--- src/sv/psp_pkg.sv ---
`timescale 1ns / 1ps
`default_nettype none
// ----------------------------------------------------------------------------
// psp_pkg
// shared character codes, field widths and helpers for the printf
// conversion specifier parser
// ----------------------------------------------------------------------------
package psp_pkg;

  localparam int CHAR_W   = 8;
  localparam int FLAGS_W  = 6;
  localparam int NUM_W    = 16;
  localparam int LEVEL_W  = 2;
  localparam int COUNT_W  = 8;
  localparam int RESULT_W = 64;

  localparam logic [CHAR_W-1:0] CH_MINUS = 8'h2D;
  localparam logic [CHAR_W-1:0] CH_PLUS  = 8'h2B;
  localparam logic [CHAR_W-1:0] CH_HASH  = 8'h23;
  localparam logic [CHAR_W-1:0] CH_ZERO  = 8'h30;
  localparam logic [CHAR_W-1:0] CH_NINE  = 8'h39;
  localparam logic [CHAR_W-1:0] CH_SPACE = 8'h20;
  localparam logic [CHAR_W-1:0] CH_DOT   = 8'h2E;
  localparam logic [CHAR_W-1:0] CH_H     = 8'h68;
  localparam logic [CHAR_W-1:0] CH_L     = 8'h6C;
  localparam logic [CHAR_W-1:0] CH_BIG_L = 8'h4C;

  localparam int FLAG_MINUS = 0;
  localparam int FLAG_PLUS  = 1;
  localparam int FLAG_HASH  = 2;
  localparam int FLAG_ZERO  = 3;
  localparam int FLAG_SPACE = 4;
  localparam int FLAG_ANY   = 5;

  localparam logic [LEVEL_W-1:0] LEVEL_NONE   = 2'd0;
  localparam logic [LEVEL_W-1:0] LEVEL_SINGLE = 2'd1;
  localparam logic [LEVEL_W-1:0] LEVEL_DOUBLE = 2'd2;

  function automatic logic is_digit(input logic [CHAR_W-1:0] c);
    return (c >= CH_ZERO) && (c <= CH_NINE);
  endfunction

  // acc * 10 + digit, saturating at the top of the field
  function automatic logic [NUM_W-1:0] dec_acc(input logic [NUM_W-1:0] acc,
                                               input logic [CHAR_W-1:0] c);
    logic [NUM_W+3:0] v;
    logic [CHAR_W-1:0] d;
    d = c - CH_ZERO;
    v = {1'b0, acc, 3'b000} + {3'b000, acc, 1'b0} + {{(NUM_W-4){1'b0}}, d};
    return (|v[NUM_W+3:NUM_W]) ? {NUM_W{1'b1}} : v[NUM_W-1:0];
  endfunction

endpackage
`default_nettype wire

--- src/sv/printf_spec_parser_core.sv ---
`timescale 1ns / 1ps
`default_nettype none
// ----------------------------------------------------------------------------
// printf_spec_parser_core
// parses the bytes after a percent sign into one result per specifier
// ----------------------------------------------------------------------------
// Takes one specifier byte per cycle on s_axis and updates the parse state
// (flags, width, dot, precision digits, length modifiers) with combinational
// logic. The byte that fits no open phase is the conversion type: it
// loads the result register, which drives m_axis, and the parse state
// returns to its reset values, so the next byte starts a new specifier.
// tuser high on an input item clears the parse state before that byte is
// taken. Input is accepted every cycle unless a result sits in the output
// register and m_axis_tready is low; the result appears in the cycle after its
// type byte is accepted.
module printf_spec_parser_core (
  input  wire logic        clk,
  input  wire logic        rst,
  input  wire logic        s_axis_tvalid,
  output logic             s_axis_tready,
  input  wire logic [7:0]  s_axis_tdata,  // [7:0] char_in
  input  wire logic        s_axis_tuser,  // [0] start_req
  output logic             m_axis_tvalid,
  input  wire logic        m_axis_tready,
  // [5:0] flags, [21:6] min_width, [37:22] precision, [39:38] mod_short,
  // [41:40] mod_long, [42] mod_long_double, [50:43] conv_type,
  // [58:51] consumed, [63:59] zero
  output logic [63:0]      m_axis_tdata
);

  typedef enum logic [2:0] {
    PH_FLAGS,
    PH_WIDTH,
    PH_DOT,
    PH_PDIG,
    PH_MODS
  } phase_t;

  typedef enum logic [1:0] {
    PM_NONE,
    PM_H,
    PM_L,
    PM_BIGL
  } prev_mod_t;

  typedef struct packed {
    phase_t                              phase;
    logic [psp_pkg::FLAGS_W-1:0]         flag_bits;
    logic [psp_pkg::NUM_W-1:0]           width_acc;
    logic [psp_pkg::NUM_W-1:0]           prec_acc;
    logic                                prec_negative;
    logic [psp_pkg::LEVEL_W-1:0]         short_level;
    logic [psp_pkg::LEVEL_W-1:0]         long_level;
    logic                                big_l_seen;
    prev_mod_t                           prev_modifier;
    logic [psp_pkg::COUNT_W-1:0]         count;
  } parse_t;

  localparam parse_t PARSE_RESET = '{
    phase:         PH_FLAGS,
    flag_bits:     '0,
    width_acc:     '0,
    prec_acc:      '0,
    prec_negative: 1'b0,
    short_level:   psp_pkg::LEVEL_NONE,
    long_level:    psp_pkg::LEVEL_NONE,
    big_l_seen:    1'b0,
    prev_modifier: PM_NONE,
    count:         '0
  };

  parse_t                          st;
  parse_t                          st_next;
  logic                            emit;
  logic [psp_pkg::RESULT_W-1:0]    result_next;
  logic                            in_fire;
  logic [psp_pkg::CHAR_W-1:0]      c;

  assign c             = s_axis_tdata;
  assign s_axis_tready = !m_axis_tvalid || m_axis_tready;
  assign in_fire       = s_axis_tvalid && s_axis_tready;

  always_comb begin
    parse_t                          w;
    logic                            done;
    logic [psp_pkg::FLAGS_W-1:0]     f;
    logic [psp_pkg::NUM_W-1:0]       prec_out;

    w    = s_axis_tuser ? PARSE_RESET : st;
    done = 1'b0;
    emit = 1'b0;
    if (w.count != {psp_pkg::COUNT_W{1'b1}}) begin
      w.count = w.count + {{(psp_pkg::COUNT_W-1){1'b0}}, 1'b1};
    end

    if (w.phase == PH_FLAGS) begin
      unique case (c)
        psp_pkg::CH_MINUS: begin
          w.flag_bits[psp_pkg::FLAG_MINUS] = 1'b1;
          done = 1'b1;
        end
        psp_pkg::CH_PLUS: begin
          w.flag_bits[psp_pkg::FLAG_PLUS] = 1'b1;
          done = 1'b1;
        end
        psp_pkg::CH_HASH: begin
          w.flag_bits[psp_pkg::FLAG_HASH] = 1'b1;
          done = 1'b1;
        end
        psp_pkg::CH_ZERO: begin
          w.flag_bits[psp_pkg::FLAG_ZERO] = 1'b1;
          done = 1'b1;
        end
        psp_pkg::CH_SPACE: begin
          w.flag_bits[psp_pkg::FLAG_SPACE] = 1'b1;
          done = 1'b1;
        end
        default: w.phase = PH_WIDTH;
      endcase
      if (done) begin
        w.flag_bits[psp_pkg::FLAG_ANY] = 1'b1;
      end
    end

    if (!done && w.phase == PH_WIDTH) begin
      priority if (psp_pkg::is_digit(c)) begin
        w.width_acc = psp_pkg::dec_acc(w.width_acc, c);
        done = 1'b1;
      end else if (c == psp_pkg::CH_DOT) begin
        w.phase = PH_DOT;
        done = 1'b1;
      end else begin
        w.phase = PH_MODS;
      end
    end

    if (!done && w.phase == PH_DOT) begin
      w.phase = PH_PDIG;
      if (c == psp_pkg::CH_MINUS) begin
        w.prec_negative = 1'b1;
        done = 1'b1;
      end
    end

    if (!done && w.phase == PH_PDIG) begin
      if (psp_pkg::is_digit(c)) begin
        w.prec_acc = psp_pkg::dec_acc(w.prec_acc, c);
        done = 1'b1;
      end else begin
        w.phase = PH_MODS;
      end
    end

    // modifier phase; a second h or l right after the same one doubles it
    if (!done) begin
      priority if (c == psp_pkg::CH_H) begin
        if (w.prev_modifier == PM_H) begin
          w.short_level = psp_pkg::LEVEL_DOUBLE;
        end else if (w.short_level != psp_pkg::LEVEL_DOUBLE) begin
          w.short_level = psp_pkg::LEVEL_SINGLE;
        end
        w.prev_modifier = PM_H;
      end else if (c == psp_pkg::CH_L) begin
        if (w.prev_modifier == PM_L) begin
          w.long_level = psp_pkg::LEVEL_DOUBLE;
        end else if (w.long_level != psp_pkg::LEVEL_DOUBLE) begin
          w.long_level = psp_pkg::LEVEL_SINGLE;
        end
        w.prev_modifier = PM_L;
      end else if (c == psp_pkg::CH_BIG_L) begin
        w.big_l_seen    = 1'b1;
        w.prev_modifier = PM_BIGL;
      end else begin
        emit = 1'b1;
      end
    end

    // plus cancels space, minus cancels zero
    f = w.flag_bits;
    if (f[psp_pkg::FLAG_PLUS]) begin
      f[psp_pkg::FLAG_SPACE] = 1'b0;
    end
    if (f[psp_pkg::FLAG_MINUS]) begin
      f[psp_pkg::FLAG_ZERO] = 1'b0;
    end
    prec_out = w.prec_negative ? '0 : w.prec_acc;

    result_next = {5'b00000, w.count, c, w.big_l_seen, w.long_level,
                   w.short_level, prec_out, w.width_acc, f};

    st_next = emit ? PARSE_RESET : w;
  end

  always_ff @(posedge clk) begin
    if (rst) begin
      st            <= PARSE_RESET;
      m_axis_tvalid <= 1'b0;
    end else begin
      if (in_fire) begin
        st <= st_next;
      end
      if (in_fire && emit) begin
        m_axis_tvalid <= 1'b1;
      end else if (m_axis_tready) begin
        m_axis_tvalid <= 1'b0;
      end
    end
  end

  always_ff @(posedge clk) begin
    if (in_fire && emit) begin
      m_axis_tdata <= result_next;
    end
  end

  // a held result blocks the input side
  assert property (@(posedge clk) disable iff (rst)
    (m_axis_tvalid && !m_axis_tready) |-> !s_axis_tready)
    else $error("input accepted while result stalled");

  // every result counts at least its type byte
  assert property (@(posedge clk) disable iff (rst)
    m_axis_tvalid |-> (m_axis_tdata[58:51] != 8'd0))
    else $error("result with zero consumed count");

  // plus and space, minus and zero never leave together
  assert property (@(posedge clk) disable iff (rst)
    m_axis_tvalid |-> !(m_axis_tdata[1] && m_axis_tdata[4])
                      && !(m_axis_tdata[0] && m_axis_tdata[3]))
    else $error("cancelled flag pair in result");

  // any single flag implies the flag-seen bit
  assert property (@(posedge clk) disable iff (rst)
    (m_axis_tvalid && (|m_axis_tdata[4:0])) |-> m_axis_tdata[5])
    else $error("flag seen bit missing");

  // a new result only follows an accepted item
  assert property (@(posedge clk) disable iff (rst)
    $rose(m_axis_tvalid) |-> $past(in_fire))
    else $error("result without accepted item");

endmodule
`default_nettype wire
--- config.mk ---
export PLATFORM = sky130hd
export DESIGN_NAME = printf_spec_parser_core
export DESIGN_NICKNAME = d
export VERILOG_FILES = /design/src/sv/psp_pkg.sv /design/src/sv/printf_spec_parser_core.sv
export SDC_FILE = /design/constraint.sdc
export NUM_CORES = 1
export LEC_CHECK = 0
export BUFFER_PORTS_ARGS = -buffer_cell sky130_fd_sc_hd__buf_2
export CORE_UTILIZATION = 54
export DETAILED_ROUTE_END_ITERATION = 16
export GPL_TIMING_DRIVEN = 0
export PLACE_DENSITY_LB_ADDON = 0.05
export SLEW_MARGIN = 10
export SYNTH_ARGS = -nofsm -noshare
export SYNTH_HDL_FRONTEND = slang
export SYNTH_SLANG_ARGS = --single-unit
--- constraint.sdc ---
create_clock -name clk -period 3.85 [get_ports clk]
set_input_delay 0.1925 -clock clk [delete_from_list [all_inputs] [get_ports clk]]
set_output_delay 0.1925 -clock clk [all_outputs]
set_load 0.01 [all_outputs]
==> results of run 1 <==
## cell families (layout without fill, tap and decap cells)
kind of cell | count (synthesis) | in the layout | share of synthesized area, %
and+or+nand+nor | 267 | 267 | 17.5
muxes | 5 | 5 | 0.733
AOI/OAI and AO/OA | 204 | 204 | 18.7
buffers and inverters | 87 | 192 | 4.99
DFF | 117 | 117 | 40.9
adders and majority gates | 70 | 70 | 13.5
xor gates and xnor gates | 30 | 30 | 3.66
other | 1 | 5 | 0.0523
## worst register-to-register path: stages (launching register included)
cell,delay [ps]
dfxtp_1,340
nor2b_4,180
ha_1,240
ha_1,240
fa_2,440
a211oi_2,190
o21ai_1,120
o21a_2,270
and3_1,230
o41ai_4,430
xnor2_2,180
buf_6,180
o32a_1,370
a22o_1,210
## cells in the final DEF, fill, tap and decap left out, types with 4 or more instances in the layout
cell type	count
nand2_1	84
buf_2	74
nor2_1	74
edfxtp_1	59
dfxtp_1	58
ha_1	57
a21oi_1	54
inv_1	47
o21ai_0	43
nand3_1	30
clkbuf_1	21
nor2b_1	17
clkbuf_16	17
xnor2_1	15
xor2_1	14
a22o_1	12
nor3_1	11
and3_1	11
o21ai_1	11
a21o_1	11
fa_1	11
buf_4	10
o22ai_1	10
nand2b_1	8
a32oi_1	7
o21a_1	5
a31oi_1	5
conb_1	5
or2_2	4
o32a_1	4
a211oi_1	4
clkinv_2	4
## through the flow
| step | instances | total power [µW] | hold WS (ps) | utilization, % |
|---|---|---|---|---|
| after floorplan | 785 | 1520 | 291 | - |
| after global placement | 1029 | 1620 | 429 | 60.8 |
| after detailed placement | 1030 | 1630 | 437 | 60.9 |
| after CTS | 1062 | 3020 | 37.3 | 65.4 |
| after global routing | 1062 | 3090 | 45.5 | 66.1 |
| final | 1062 | 3010 | 54.1 | 66.1 |
## sequential cells by signal (all words and copies together), names as in the netlist
register / flops
st: 57
m_axis_tvalid: 1
m_axis_tdata: 59
## routing by layer
layer | share of wire, % | vias to the layer above
met4 | 2.9 | 0
li1 | - | 3004
met2 | 49 | 226
met5 | 0 | -
met1 | 42 | 2979
met3 | 5.7 | 46
## final cells by class
| type | instances | share of cell area, % |
|---|---|---|
| plain buffers | 37 | 2.38 |
| clock buffers | 20 | 5.17 |
| clock inverters | 12 | 0.977 |
| inverters | 49 | 2.21 |
| multi-input cells | 581 | 47.4 |
| flip-flops and latches | 117 | 34.7 |
| well taps | 172 | 2.55 |
| repair buffers | 74 | 4.59 |
## path summary, 6_finish.rpt
path,from,to,slack [ps],depth (start not counted)
setup / recovery,s_axis_tuser,m_axis_tdata[34],100,16
hold / removal,s_axis_tdata[5],m_axis_tdata[48],50,1
setup reg to reg,st[33],st[33],120,13
hold reg to reg,st[22],st[22],450,2
## where the power goes
| group | switching, µW | total (µW) | internal [µW] |
|---|---|---|---|
| logic | 171 | 249 | 77.5 |
| clock network | 580 | 1400 | 818 |
| registers | 9.72 | 1360 | 1350 |
| total | 761 | 3010 | 2250 |
## repair_timing
item,in CTS,in global routing
pin swaps,0,5
endpoints found under the setup margin,64,52
buffers inserted,0,1
resized for setup,21,41
cloned,0,0
==> flow_metrics.tcl, run 1 <==
set metrics [dict create \
    fin_setup_tns_ps 0 \
    clk_pin_slew_ps 60 \
    htreeDepth 4 \
    ys_seq_area_share_pct 40.9 \
    setup_viol 0 \
    multi_input_area_um2 4010 \
    critPathLaunchType "input port" \
    grt_overflow 0 \
    cts_root_buf "clkbuf_16" \
    register_area_um2 2930 \
    outcome "finished clean" \
    wl_um 18900 \
    clock_latency_ps 420 \
    post-route-min-period_ps 3750 \
    slew_headroom_pct 46.6 \
    synthArstFlopShare_pct 0 \
    critical_path.max_stage_delay_ps 450 \
    postSynthCellCount 781 \
    hold_path.class "in -> reg" \
    cts_hold_buf 0 \
    grt_usage_pct 28.9 \
    initial_core_util_pct 56.1 \
    top_usage_layer "met2" \
    yosys.area.top_type "edfxtp_1" \
    ir_worst_vdd_v 0.000304 \
    yosys.cell_types.count 67 \
    synth_most_common_cell "nand2_1" \
    synthToLayoutAreaGrowth_pct 17.8 \
    synth_top_area_share_pct 24.7 \
    synth_area_leaders "edfxtp_1 (25%), dfxtp_1 (16%), ha_1 (10%)" \
    cts_buffers 17 \
    hold_viol 0 \
    synth_area_per_cell_um2 9.18 \
    arrival_ps 3880 \
    grt_pass1_wl_um 29600 \
    port_buffers 72 \
    die_h_um 117 \
    cp_data_required_time_ps 3990 \
    cp.buffers_inverters 5 \
    critPathKind "in -> reg" \
    final.fill_count 1029 \
    fin_crit_sh_pct 97.3 \
    setup_slack_ps 104 \
    cpMaxStageDelayCell "fa_1" \
    antenna_found_initial 0 \
    synth_ff_type "edfxtp_1" \
    power_density_nw_per_um2 356 \
    place.gp.congestion 0.932 \
    use_met3_pct 5.51 \
    worstMarginPinSlew_ps 795 \
    wl_per_cell_um 17.8 \
    skew_ps 8.81 \
    die-width_um 117 \
    cap_violations 0 \
    rows 41 \
    clock.fmax_ghz 0.267 \
    grt_pass1_vias 5954 \
    drt.antenna.violating_nets 0 \
    critPathTopFamily "compound AO/OA/AOI/OAI gates" \
    yosysWarningCount 0 \
    cts_buffer_depth 2 \
    cts.sinks 117 \
    first_pass_iters 6 \
    core-area_um2 12800 \
    pre_cts_ws_ps -1650 \
    path_cells "buf_2 > buf_4 > buf_4 > clkbuf_4 > nor2_2 > fa_1 > ha_1 > o21ai_0 > o2111ai_1 > nand3_1 > o211ai_1 > a211oi_1 > o21ai_2 > clkbuf_2 > o21ai_0 > nor2_1" \
    vias_per_cell 5.89 \
    cts_tree "built" \
    grt_start_max_net_pins 34 \
    ys_ff_latch 117 \
    drtIter0Drc 413 \
    met2_usage_pct 48.8 \
    path_max_fanout 10 \
    p_leak_uw 0.00371 \
    dieArea_um2 13700 \
    layout-drive-gt1-share_pct 17.1 \
    synthTopCellsByCount "nand2_1 (84), nor2_1 (75), edfxtp_1 (59)" \
    via_count 6255 \
    synth-edff-count 59 \
    postLayoutCellArea_um2 8450 \
    antenna_cells 0 \
    synth_area_um2 7170 \
    dp_hpwl_um 13700 \
    gr-usage-met1_pct 35.4 \
    drc 0 \
    fin_nets 960 \
    io-pin-count 79 \
    maxSlewViolCount 0 \
    crit_path_end_kind "register" \
    postPlaceCellArea_um2 7780 \
]
Power figures use the tool's default switching activity.
==> inputs of run 2 (changes only) <==
Settings changed: CORE_UTILIZATION 54 to 55, CTS_BUF_LIST set to sky130_fd_sc_hd__clkbuf_8.
==> run 2 against run 1 <==
Fmax grew 0.92%; via count grew 0.98%; non-clock buffer count rose by 7.
==> flow_metrics.tcl, run 2 (synthesis results as in run 1) <==
set metrics [dict create \
    ir_worst_vdd_v 0.000188 \
    drc 0 \
    antenna_cells 0 \
    path_cells "nor2b_2 > inv_1 > fa_1 > inv_1 > ha_2 > nand3_1 > o2111ai_4 > a21oi_1 > o21ai_2 > mux2i_2 > or3b_1 > buf_6 > o32a_1 > a22o_1" \
    skew_ps 13.0 \
    via_count 6316 \
    clock_latency_ps 460 \
    cts.sinks 117 \
    place.gp.congestion 0.995 \
    cp_data_required_time_ps 4200 \
    grt_start_max_net_pins 31 \
    setup_viol 0 \
    dp_hpwl_um 13600 \
    critPathTopFamily "compound AO/OA/AOI/OAI gates" \
    drtIter0Drc 591 \
    cts_buffer_depth 2 \
    wl_per_cell_um 17.6 \
    hold_start "s_axis_tdata[6]" \
    hold_path.class "in -> reg" \
    die_h_um 116 \
    maxSlewViolCount 0 \
    cap_violations 0 \
    grt_pass1_wl_um 29800 \
    cp_num_cells 14 \
    critPathLaunchType "register" \
    cts_tree "built" \
    layout_commonest_cell "nand2_1" \
    multi_input_area_um2 4010 \
    cpMaxStageDelayCell "fa_1" \
    fin_nets 967 \
    synthToLayoutAreaGrowth_pct 17.1 \
    path_max_fanout 10 \
    grt_usage_pct 29.1 \
    grt_pass1_vias 6013 \
    io-pin-count 79 \
    grt_overflow 0 \
    post-route-min-period_ps 3710 \
    largest_registers "m_axis_tdata x59, st x57, m_axis_tvalid x1" \
    fin_crit_sh_pct 96.4 \
    reg2reg_depth 14 \
    cts_buffers 17 \
    power_density_nw_per_um2 333 \
    drt.antenna.violating_nets 0 \
    fin_setup_tns_ps 0 \
    first_pass_iters 7 \
    core-area_um2 12700 \
    register_area_um2 2930 \
    outcome "finished clean" \
    cts_root_buf "clkbuf_8" \
    crit_path_end_kind "register" \
    cp.buffers_inverters 3 \
    initial_core_util_pct 56.6 \
    layout-drive-gt1-share_pct 17.7 \
    dieArea_um2 13500 \
    final.fill_count 1097 \
    hold_viol 0 \
    startpoint "st[37]" \
    clk_pin_slew_ps 70 \
    p_leak_uw 0.00370 \
    most-common-layout-cells "nand2_1 (84), buf_2 (75), nor2_1 (75)" \
    clock.fmax_ghz 0.269 \
    wl_um 18800 \
    die-width_um 116 \
    rows 41 \
    antenna_found_initial 0 \
    slew_headroom_pct 45.6 \
    port_buffers 72 \
    arrival_ps 4060 \
    utilization_pct 66.3 \
    vias_per_cell 5.91 \
    critical_path.max_stage_delay_ps 550 \
    critical_path.most_common_cell "inv_1" \
    r2r-start "st[37]" \
    htreeDepth 4 \
    critPathKind "reg -> reg" \
    regMostFlops "m_axis_tdata" \
    worstMarginPinSlew_ps 810 \
    largest_register_ffs 59 \
    hold_depth 1 \
]
-- run 2: changes by cell type in the layout (fill, tap and decap cells not counted), sizes merged --
cell,previous run,this run
clkinv,8,3
inv,51,53
clkbuf,43,44
buf,88,91
dlygate4sd3,0,3
bufinv,0,3
-- run 2: metal layers --
| metal | wire (µm) | GRT usage [%] |
|---|---|---|
| met2 | 8870 | 46.6 |
| met3 | 1180 | 6.18 |
| met5 | 0 | 0 |
| met1 | 8370 | 38.4 |
| met4 | 393 | 12.2 |
-- run 2: layout make-up --
type / instances / area share (%)
multi-input combinational: 581 / 47.7
sequential: 117 / 34.9
timing repair buffer: 80 / 5.24
clock buffer: 20 / 3.28
tap: 172 / 2.56
buffer: 38 / 2.41
inverter: 49 / 2.22
clock inverter: 12 / 1.64
-- run 2: report_power, final --
part / switching (µW) / internal, µW / leakage, µW
Combinational: 173 / 79.2 / 0.00243
Sequential: 9.80 / 1350 / 0.00105
Clock: 509 / 681 / 0.000219
-- run 2: repair_timing --
action | CTS | global route
gates resized for setup | 23 | 41
setup endpoints to repair | 64 | 52
pin swaps | 0 | 5
hold endpoints to repair | 3 | 0
buffers inserted | 0 | 4
hold buffers | 3 | 0
-- run 2: final timing paths --
path | slack (ps) | endpoint
worst max-delay path | 140 | st[34]
worst min-delay path | 40 | m_axis_tdata[49]
worst max register to register | 140 | st[34]
worst min register to register | 450 | st[22]
-- run 2: worst register-to-register path, stage by stage, from the launching register on --
cell and delay, ps:
dfxtp_1 340, nor2b_2 180, inv_1 90, fa_1 550
inv_1 50, ha_2 360, nand3_1 140, o2111ai_4 280
a21oi_1 150, o21ai_2 210, mux2i_2 130, or3b_1 380
buf_6 160, o32a_1 380, a22o_1 210
-- run 2: stage by stage --
stage | cell area [µm²] | instances | setup slack [ps] | total power [µW] | hold WS (ps)
2_1_floorplan | 7190 | 785 | 56.3 | 1520 | 291
3_3_place_gp | 7760 | 1029 | -1780 | 1620 | 427
3_5_place_dp | 7780 | 1030 | -1820 | 1630 | 436
4_1_cts | 8280 | 1065 | 29.4 | 2800 | 24.4
5_1_grt | 8400 | 1069 | -36.1 | 2890 | 37.6
6_report | 8400 | 1069 | 138 | 2800 | 37.1
